`config.mk`:
```
export PLATFORM = sky130hd
export DESIGN_NAME = grid_local_minimum_risk_sum
export DESIGN_NICKNAME = d
export VERILOG_FILES = /design/src/hw/rtl/glmrs_pkg.sv /design/src/hw/rtl/glmrs_ram.sv /design/src/hw/rtl/glmrs_front.sv /design/src/hw/rtl/glmrs_eval.sv /design/src/hw/rtl/grid_local_minimum_risk_sum.sv
export SDC_FILE = /design/constraint.sdc
export NUM_CORES = 1
export LEC_CHECK = 0
export ABC_AREA = 1
export BUFFER_PORTS_ARGS = -buffer_cell sky130_fd_sc_hd__buf_4
export CORE_AREA = 2 2 270 272
export CTS_CLUSTER_SIZE = 25
export DETAILED_ROUTE_END_ITERATION = 8
export DIE_AREA = 0 0 272 274
export PLACE_DENSITY = 0.65
export SLEW_MARGIN = 0
export SYNTH_ARGS = -nofsm -noshare
export SYNTH_HDL_FRONTEND = slang
export SYNTH_SLANG_ARGS = --single-unit
export TNS_END_PERCENT = 5
```
`constraint.sdc`:
```
create_clock -name clk_i -period 12.6 [get_ports clk_i]
set_input_delay 1.26 -clock clk_i [delete_from_list [all_inputs] [get_ports clk_i]]
set_output_delay 1.26 -clock clk_i [all_outputs]
set_load 0.01 [all_outputs]
```
`src/hw/rtl/glmrs_pkg.sv`:
```
package glmrs_pkg;

  localparam int REG_W      = 8;
  localparam int CFG_IDX_W  = 2;
  localparam int H_W        = 4;
  localparam int RISK_W     = 18;
  localparam int CNT_W      = 15;
  localparam int IN_TDATA_W  = 8;
  localparam int OUT_TDATA_W = 40;
  localparam int SIZE_RESET = 100;

  // register indexes of the configuration port
  localparam logic [CFG_IDX_W-1:0] CFG_COLS = 2'd0;
  localparam logic [CFG_IDX_W-1:0] CFG_ROWS = 2'd1;

  // one line buffer entry: cell of the row above and whether it may still be a low point
  typedef struct packed {
    logic           pend;
    logic [H_W-1:0] h;
  } entry_t;

  localparam int ENTRY_W = $bits(entry_t);

  // where a cell sits in the grid
  typedef struct packed {
    logic first_row;
    logic first_col;
    logic last_row;
    logic last_col;
  } pos_t;

endpackage

```
`src/hw/rtl/glmrs_ram.sv`:
```
module glmrs_ram #(
  parameter int WIDTH = 8,
  parameter int DEPTH = 16
) (
  input  logic                     clk_i,
  input  logic                     we_i,
  input  logic [$clog2(DEPTH)-1:0] waddr_i,
  input  logic [WIDTH-1:0]         wdata_i,
  input  logic                     re_i,
  input  logic [$clog2(DEPTH)-1:0] raddr_i,
  output logic [WIDTH-1:0]         rdata_o
);

  logic [WIDTH-1:0] mem_q [DEPTH];
  logic [WIDTH-1:0] rdata_q;

  always_ff @(posedge clk_i) begin
    if (we_i) begin
      mem_q[waddr_i] <= wdata_i;
    end
    if (re_i) begin
      rdata_q <= mem_q[raddr_i];
    end
  end

  assign rdata_o = rdata_q;

endmodule

```
`src/hw/rtl/glmrs_front.sv`:
```
module glmrs_front #(
  parameter int MAX_COLS = 128,
  parameter int MAX_ROWS = 128,
  parameter int AW = 7,
  parameter int RW = 7
) (
  input  logic                              clk_i,
  input  logic                              rst_ni,
  input  logic                              cfg_we_i,
  input  logic [glmrs_pkg::CFG_IDX_W-1:0]   cfg_idx_i,
  input  logic [glmrs_pkg::REG_W-1:0]       cfg_data_i,
  input  logic                              advance_i,
  output logic                              restart_o,
  output glmrs_pkg::pos_t                   pos_o,
  output logic [AW-1:0]                     col_o
);
  import glmrs_pkg::*;

  localparam int COLS_RST = (SIZE_RESET > MAX_COLS) ? MAX_COLS : SIZE_RESET;
  localparam int ROWS_RST = (SIZE_RESET > MAX_ROWS) ? MAX_ROWS : SIZE_RESET;

  logic [AW-1:0] cols_last_q, cols_last_d;
  logic [RW-1:0] rows_last_q, rows_last_d;
  logic [AW-1:0] col_q, col_d;
  logic [RW-1:0] row_q, row_d;
  logic [31:0]   size_c, size_r;

  // out of range sizes: zero counts as one, too large counts as the maximum
  always_comb begin
    size_c = 32'(cfg_data_i);
    if (size_c == 32'd0) begin
      size_c = 32'd1;
    end else if (size_c > 32'(MAX_COLS)) begin
      size_c = 32'(MAX_COLS);
    end
    size_r = 32'(cfg_data_i);
    if (size_r == 32'd0) begin
      size_r = 32'd1;
    end else if (size_r > 32'(MAX_ROWS)) begin
      size_r = 32'(MAX_ROWS);
    end
  end

  assign restart_o = cfg_we_i && ((cfg_idx_i == CFG_COLS) || (cfg_idx_i == CFG_ROWS));

  assign pos_o.first_row = (row_q == '0);
  assign pos_o.first_col = (col_q == '0);
  assign pos_o.last_row  = (row_q == rows_last_q);
  assign pos_o.last_col  = (col_q == cols_last_q);
  assign col_o           = col_q;

  always_comb begin
    cols_last_d = cols_last_q;
    rows_last_d = rows_last_q;
    col_d       = col_q;
    row_d       = row_q;
    if (restart_o) begin
      col_d = '0;
      row_d = '0;
      if (cfg_idx_i == CFG_COLS) begin
        cols_last_d = AW'(size_c - 32'd1);
      end else begin
        rows_last_d = RW'(size_r - 32'd1);
      end
    end else if (advance_i) begin
      if (pos_o.last_col) begin
        col_d = '0;
        row_d = pos_o.last_row ? '0 : row_q + RW'(1);
      end else begin
        col_d = col_q + AW'(1);
      end
    end
  end

  always_ff @(posedge clk_i or negedge rst_ni) begin
    if (!rst_ni) begin
      cols_last_q <= AW'(COLS_RST - 1);
      rows_last_q <= RW'(ROWS_RST - 1);
      col_q       <= '0;
      row_q       <= '0;
    end else begin
      cols_last_q <= cols_last_d;
      rows_last_q <= rows_last_d;
      col_q       <= col_d;
      row_q       <= row_d;
    end
  end

endmodule

```
`src/hw/rtl/glmrs_eval.sv`:
```
module glmrs_eval #(
  parameter int AW = 7
) (
  input  logic                          clk_i,
  input  logic                          rst_ni,
  input  logic                          restart_i,
  input  logic                          accept_i,
  input  logic [glmrs_pkg::H_W-1:0]     h_i,
  input  glmrs_pkg::pos_t               pos_i,
  input  logic [AW-1:0]                 col_i,
  input  glmrs_pkg::entry_t             rd_data_i,
  output logic                          we_o,
  output logic [AW-1:0]                 waddr_o,
  output glmrs_pkg::entry_t             wdata_o,
  input  logic                          out_ready_i,
  output logic                          out_valid_o,
  output logic                          out_full_o,
  output logic [glmrs_pkg::RISK_W-1:0]  risk_o,
  output logic [glmrs_pkg::CNT_W-1:0]   count_o
);
  import glmrs_pkg::*;

  logic              s1_vld_q;
  logic [H_W-1:0]    s1_h_q;
  pos_t              s1_pos_q;
  logic [AW-1:0]     s1_col_q;
  logic              fwd_hit_q;
  entry_t            fwd_q;
  entry_t            tail_q;
  logic [H_W-1:0]    prev_h_q;
  logic              prev_p_q;
  logic [RISK_W-1:0] risk_q, risk_d;
  logic [CNT_W-1:0]  count_q, count_d;
  logic              out_vld_q, out_vld_d;
  logic [RISK_W-1:0] out_risk_q;
  logic [CNT_W-1:0]  out_count_q;
  logic              skid_vld_q, skid_vld_d;
  logic [RISK_W-1:0] skid_risk_q;
  logic [CNT_W-1:0]  skid_count_q;

  entry_t            above;
  logic              add_above, add_left, add_self;
  logic              cand, left_pend, final_cell;
  logic              pop, head_new, skid_new;
  logic [H_W:0]      t_above, t_left, t_self;

  // last column lives in a register, other columns in the ram (or a same-edge forward)
  always_comb begin
    if (s1_pos_q.last_col) begin
      above = tail_q;
    end else if (fwd_hit_q) begin
      above = fwd_q;
    end else begin
      above = rd_data_i;
    end
  end

  assign left_pend  = prev_p_q && (prev_h_q < s1_h_q);
  assign cand       = (s1_pos_q.first_row || (s1_h_q < above.h)) &&
                      (s1_pos_q.first_col || (s1_h_q < prev_h_q));
  assign add_above  = !s1_pos_q.first_row && above.pend && (above.h < s1_h_q);
  assign add_left   = !s1_pos_q.first_col && s1_pos_q.last_row && left_pend;
  assign add_self   = s1_pos_q.last_col && s1_pos_q.last_row && cand;
  assign final_cell = s1_vld_q && s1_pos_q.last_col && s1_pos_q.last_row;

  assign t_above = add_above ? {1'b0, above.h} + (H_W+1)'(1) : '0;
  assign t_left  = add_left  ? {1'b0, prev_h_q} + (H_W+1)'(1) : '0;
  assign t_self  = add_self  ? {1'b0, s1_h_q} + (H_W+1)'(1) : '0;

  assign risk_d  = risk_q + RISK_W'(t_above) + RISK_W'(t_left) + RISK_W'(t_self);
  assign count_d = count_q + CNT_W'(add_above) + CNT_W'(add_left) + CNT_W'(add_self);

  // left neighbor settles once the current cell is seen
  assign we_o         = s1_vld_q && !s1_pos_q.first_col && !s1_pos_q.last_row;
  assign waddr_o      = s1_col_q - AW'(1);
  assign wdata_o.pend = left_pend;
  assign wdata_o.h    = prev_h_q;

  // two result slots: the head drives the output, a second one catches a result behind it
  assign pop      = out_vld_q && out_ready_i;
  assign head_new = final_cell && !skid_vld_q && (pop || !out_vld_q);
  assign skid_new = final_cell && (pop ? skid_vld_q : out_vld_q);

  always_comb begin
    out_vld_d  = out_vld_q;
    skid_vld_d = skid_vld_q;
    if (pop) begin
      out_vld_d  = skid_vld_q || final_cell;
      skid_vld_d = skid_vld_q && final_cell;
    end else if (final_cell) begin
      out_vld_d  = 1'b1;
      skid_vld_d = out_vld_q;
    end
  end

  // no room for one more final cell in flight
  assign out_full_o = skid_vld_d;

  always_ff @(posedge clk_i) begin
    if (accept_i) begin
      s1_h_q   <= h_i;
      s1_pos_q <= pos_i;
      s1_col_q <= col_i;
    end
    fwd_q <= wdata_o;
    if (s1_vld_q && s1_pos_q.last_col && !s1_pos_q.last_row) begin
      tail_q.pend <= cand;
      tail_q.h    <= s1_h_q;
    end
    if (pop && skid_vld_q) begin
      out_risk_q  <= skid_risk_q;
      out_count_q <= skid_count_q;
    end else if (head_new) begin
      out_risk_q  <= risk_d;
      out_count_q <= count_d;
    end
    if (skid_new) begin
      skid_risk_q  <= risk_d;
      skid_count_q <= count_d;
    end
  end

  always_ff @(posedge clk_i or negedge rst_ni) begin
    if (!rst_ni) begin
      s1_vld_q   <= 1'b0;
      fwd_hit_q  <= 1'b0;
      prev_h_q   <= '0;
      prev_p_q   <= 1'b0;
      risk_q     <= '0;
      count_q    <= '0;
      out_vld_q  <= 1'b0;
      skid_vld_q <= 1'b0;
    end else begin
      s1_vld_q  <= accept_i;
      fwd_hit_q <= accept_i && we_o && (waddr_o == col_i);
      if (restart_i || final_cell) begin
        prev_h_q <= '0;
        prev_p_q <= 1'b0;
        risk_q   <= '0;
        count_q  <= '0;
      end else if (s1_vld_q) begin
        prev_h_q <= s1_h_q;
        prev_p_q <= cand;
        risk_q   <= risk_d;
        count_q  <= count_d;
      end
      out_vld_q  <= out_vld_d;
      skid_vld_q <= skid_vld_d;
    end
  end

  assign out_valid_o = out_vld_q;
  assign risk_o      = out_risk_q;
  assign count_o     = out_count_q;

endmodule

```
`src/hw/rtl/grid_local_minimum_risk_sum.sv`:
```
// Grid low point risk sum. Heights arrive in raster order, one per input beat
// (row by row, left to right), and the grid size comes from cols_in_use and
// rows_in_use (zero counts as one, values above MAX_COLS / MAX_ROWS saturate).
// A cell is a low point when it is strictly lower than each of its existing
// up, down, left and right neighbors. A one-row line buffer in a ram keeps the
// height and a still-pending flag of the row above; the last column of that
// row sits in a register. On the final cell of a grid one output beat carries
// the sum of height+1 over all low points and their count, then the block
// starts on the next grid. Throughput is one cell per clock while tready is
// high: each cell needs one line buffer read and one write, and the ram gives
// one of each per cycle. The final cell passes the s1 stage registers, then
// its result is registered into a result slot. The output holds one result
// beat plus one more behind it; tready drops only when the final cell of a
// grid is due next while both result slots stay taken past the current edge.
// Writing either size register restarts the grid; write it only while the
// block is idle.
module grid_local_minimum_risk_sum #(
  parameter int MAX_COLS = 128,
  parameter int MAX_ROWS = 128
) (
  input  logic                                clk_i,
  input  logic                                rst_ni,
  // configuration
  input  logic                                cfg_we_i,
  input  logic [glmrs_pkg::CFG_IDX_W-1:0]     cfg_idx_i,
  input  logic [glmrs_pkg::REG_W-1:0]         cfg_data_i,
  // cell stream
  input  logic                                s_axis_tvalid,
  output logic                                s_axis_tready,
  input  logic [glmrs_pkg::IN_TDATA_W-1:0]    s_axis_tdata,   // [3:0] height
  // result stream
  output logic                                m_axis_tvalid,
  input  logic                                m_axis_tready,
  // [17:0] risk_total, [32:18] low_count
  output logic [glmrs_pkg::OUT_TDATA_W-1:0]   m_axis_tdata
);
  import glmrs_pkg::*;

  localparam int AW  = (MAX_COLS > 1) ? $clog2(MAX_COLS) : 1;
  localparam int RW  = (MAX_ROWS > 1) ? $clog2(MAX_ROWS) : 1;
  localparam int PAD = OUT_TDATA_W - RISK_W - CNT_W;

  logic              accept;
  logic              restart;
  pos_t              pos;
  logic [AW-1:0]     col;
  logic              ram_we;
  logic [AW-1:0]     ram_waddr;
  entry_t            ram_wdata;
  entry_t            ram_rdata;
  logic              out_valid;
  logic              out_full;
  logic [RISK_W-1:0] risk;
  logic [CNT_W-1:0]  count;

  // the final cell needs a free result slot by the time it is evaluated
  assign s_axis_tready = !(pos.last_col && pos.last_row && out_full);
  assign accept        = s_axis_tvalid && s_axis_tready;

  // position counters and size registers
  glmrs_front #(
    .MAX_COLS (MAX_COLS),
    .MAX_ROWS (MAX_ROWS),
    .AW       (AW),
    .RW       (RW)
  ) u_front (
    .clk_i      (clk_i),
    .rst_ni     (rst_ni),
    .cfg_we_i   (cfg_we_i),
    .cfg_idx_i  (cfg_idx_i),
    .cfg_data_i (cfg_data_i),
    .advance_i  (accept),
    .restart_o  (restart),
    .pos_o      (pos),
    .col_o      (col)
  );

  // line buffer: read of the current column issued at accept, data used by the following s1 stage
  glmrs_ram #(
    .WIDTH (ENTRY_W),
    .DEPTH (1 << AW)
  ) u_line (
    .clk_i   (clk_i),
    .we_i    (ram_we),
    .waddr_i (ram_waddr),
    .wdata_i (ram_wdata),
    .re_i    (accept),
    .raddr_i (col),
    .rdata_o (ram_rdata)
  );

  // neighbor compares, accumulators and the result slots
  glmrs_eval #(
    .AW (AW)
  ) u_eval (
    .clk_i       (clk_i),
    .rst_ni      (rst_ni),
    .restart_i   (restart),
    .accept_i    (accept),
    .h_i         (s_axis_tdata[H_W-1:0]),
    .pos_i       (pos),
    .col_i       (col),
    .rd_data_i   (ram_rdata),
    .we_o        (ram_we),
    .waddr_o     (ram_waddr),
    .wdata_o     (ram_wdata),
    .out_ready_i (m_axis_tready),
    .out_valid_o (out_valid),
    .out_full_o  (out_full),
    .risk_o      (risk),
    .count_o     (count)
  );

  assign m_axis_tvalid = out_valid;
  assign m_axis_tdata  = {{PAD{1'b0}}, count, risk};

endmodule

```
==> flow_metrics.tcl <==
set metrics [dict create \
    dieArea_um2 74500 \
    core-area_um2 72000 \
    dpl.cell_count 4314 \
    antenna_found_initial 2 \
    drv_cap 0 \
    synth_ff_type "edfxtp_1" \
    grt_pass1_wl_um 126000 \
    async_reset_ff_frac 0.0868 \
    cp-end-kind "register" \
    max_freq_mhz 172 \
    clockBufferDepth 3 \
    postCtsHoldBufs 0 \
    clock_sinks 806 \
    area_growth_pct 9.90 \
    nNetsFinal 3502 \
    setup_violations 0 \
    synth_top_family_by_area "simple AND/OR/NAND/NOR gates" \
    drtAntennaViolNets 0 \
    pin_count 65 \
    cp_max_fo 54 \
    cts-root-buf "clkbuf_16" \
    portBuffers 53 \
    clk_pin_slew_worst_paths_ps 60 \
    cts_setup_buffers 0 \
    grt_max_degree 221 \
    maxSlewViolCount 0 \
    power.switching_uw 2100 \
    grt-ovfl-total 0 \
    drt-initial-drc-count 1750 \
    synth_cells 3432 \
    rsz0062_at_grt "false" \
    ys_seq_area_frac 0.669 \
    cts_resized 0 \
    power.density_nw_per_um2 174 \
    switching_share 0.308 \
    grt_usage 0.219 \
    die_w_um 272 \
    netlist_area_um2 35600 \
    hp-class "reg2reg" \
    ys_warn_count 0 \
    grt_pass1_vias 22809 \
    synth_fa_ha_area_frac 0.0162 \
    post-dp-hpwl_um 46400 \
    dr.pass1.iters 5 \
    wirelength_um 80700 \
    ys_seq_elements 806 \
    vias 23337 \
    synth_compound_area_frac 0.0433 \
    cts_buffers 83 \
    synthMuxAreaShare 0 \
    yosysMostFrequentCell "nand2_1" \
    cts_tree "yes" \
    total_power_uw 6810 \
    rows 99 \
    synth-xor-area-share 0.0143 \
    antennaDiodeCount 0 \
    avgSynthCellArea_um2 10.4 \
    fin_worst_skew_ps 21.6 \
    yosys.area_share.simple 0.201 \
    finalCritPeriodShare 0.461 \
    clkPwrFrac 0.330 \
    crit_type "reg2reg" \
    design_area_um2 39100 \
    ir_drop_uv 143 \
    intPower_uw 4710 \
    wl_per_cell_um 18.1 \
    power.leakage_uw 0.0152 \
    cp.arrival_ps 6200 \
    yosys.area.top_type "edfxtp_1" \
    worst_skew_pair.late_latency_ps 650 \
    cts_htree_levels 3 \
    cp-start-kind "register" \
    tightest_slew_ps 1430 \
    gp_congestion 0.861 \
    synth_edf_count 731 \
    relSlewSlack 0.0475 \
    start_util 0.494 \
    cp.required_ps 12990 \
    timing.final.crit_period_ps 5800 \
    whs_ps 479 \
    die_h_um 274 \
    status "finished, final reports clean" \
    combPwrFrac 0.205 \
    synth.distinct_cells 50 \
    fin_tns_setup_ps 0 \
    drive_above_1_share 0.0669 \
    drc 0 \
    final_cells 4455 \
    power_frac_seq 0.465 \
    synth_commonest_cells "nand2_1 (877), edfxtp_1 (731), nor2_1 (537)" \
    synth_area_leaders "edfxtp_1 (62%), nand2_1 (9.3%), nor2_1 (5.7%)" \
    vias_per_cell 5.24 \
    synth_top_area_frac 0.617 \
    hold_violations 0 \
    place_area_um2 36700 \
]
worst max-delay path, cell delays in order (launching register included):
cell and delay (ps):
dfrtp_4 810, inv_1 140, ha_1 330, nand2_1 60
inv_1 70, nand2_1 50, o211ai_1 200, nand2_1 120
nor2_4 80, buf_4 480, nand3_1 280, inv_1 180
nand2_1 90, fa_1 390, inv_1 80, fa_1 420
ha_1 230, fa_1 460, nand3_1 100, nand3_1 100
a21oi_1 340, nor2_1 120, nand2_1 90, o21ai_0 130
nand3_1 100, nand2_1 80
cell type report:
cell class / count / area, um^2
clock buffer: 109 / 2170
clock inverter: 32 / 248
fill: 6178 / 32900
inverter: 306 / 1160
multi-input combinational: 2160 / 9850
sequential: 806 / 23800
tap: 959 / 1200
timing repair buffer: 83 / 636
layout by cell type, fill, tap and decap left out, types with 18 or more instances in the layout:
cell type / instances
o21ai_0: 224
clkbuf_1: 26
nor3_1: 23
a21oi_1: 18
ha_1: 27
clkbuf_16: 83
nor2_1: 535
nand2_1: 873
inv_1: 300
xor2_1: 39
edfxtp_1: 731
dfrtp_1: 55
buf_4: 82
nand3_1: 296
sequential cells by signal (all words and copies together), names as in the netlist, 4 cells and up:
signal / flops
u_eval.tail_q: 5
u_eval.count_q: 15
u_eval.skid_count_q: 15
u_eval.skid_risk_q: 18
u_eval.s1_col_q: 7
u_front.rows_last_q: 7
u_front.col_o: 7
u_eval.prev_h_q: 4
u_front.row_q: 7
u_eval.risk_q: 18
u_eval.s1_h_q: 4
u_front.cols_last_q: 7
u_eval.count_o: 15
u_line.mem_q: 640
u_eval.fwd_q: 5
u_eval.s1_pos_q: 4
u_line.rdata_o: 5
u_eval.risk_o: 18
final timing paths:
| kind | startpoint | to | slack, ps | cells past startpoint |
|---|---|---|---|---|
| worst min-delay path | u_front.cols_last_q[5] | u_front.cols_last_q[5] | 480 | 2 |
| worst max-delay path | u_eval.prev_h_q[3] | u_eval.risk_o[11] | 6800 | 25 |
| worst max register to register | u_eval.prev_h_q[3] | u_eval.risk_o[11] | 6800 | 25 |
| min in group asynchronous | rst_ni | u_eval.count_q[8] | 520 | 1 |
| worst min register to register | u_front.cols_last_q[5] | u_front.cols_last_q[5] | 480 | 2 |
| max in group asynchronous | rst_ni | u_front.col_o[0] | 11050 | 2 |
per-layer routing:
| layer | global-route usage | share of wire |
|---|---|---|
| met5 | 0 | 0.00031 |
| met4 | 0.0907 | 0.040 |
| met3 | 0.0397 | 0.061 |
| met2 | 0.365 | 0.48 |
| met1 | 0.284 | 0.42 |
metrics by stage:
stage	util	setup WS, ps
2_1_floorplan	-	3280
3_3_place_gp	0.510	6830
3_5_place_dp	0.510	6750
4_1_cts	0.543	6740
5_1_grt	0.543	6320
6_report	0.543	6800
kinds of logic after synthesis:
logic type,after synthesis
compound gates,291
xor+xnor,55
fa+ha+maj,39
buf+inv,472
flops,806
other cells,1
simple gates,1768
power groups by stage:
stage	logic (uW)	clock network, uW	registers [uW]
floorplan	972	0	3200
global placement	1370	0	3220
detailed placement	1380	0	3220
CTS	1390	2280	3170
global route	1560	2380	3180
finish	1400	2240	3170
Power figures use the tool's default switching activity.
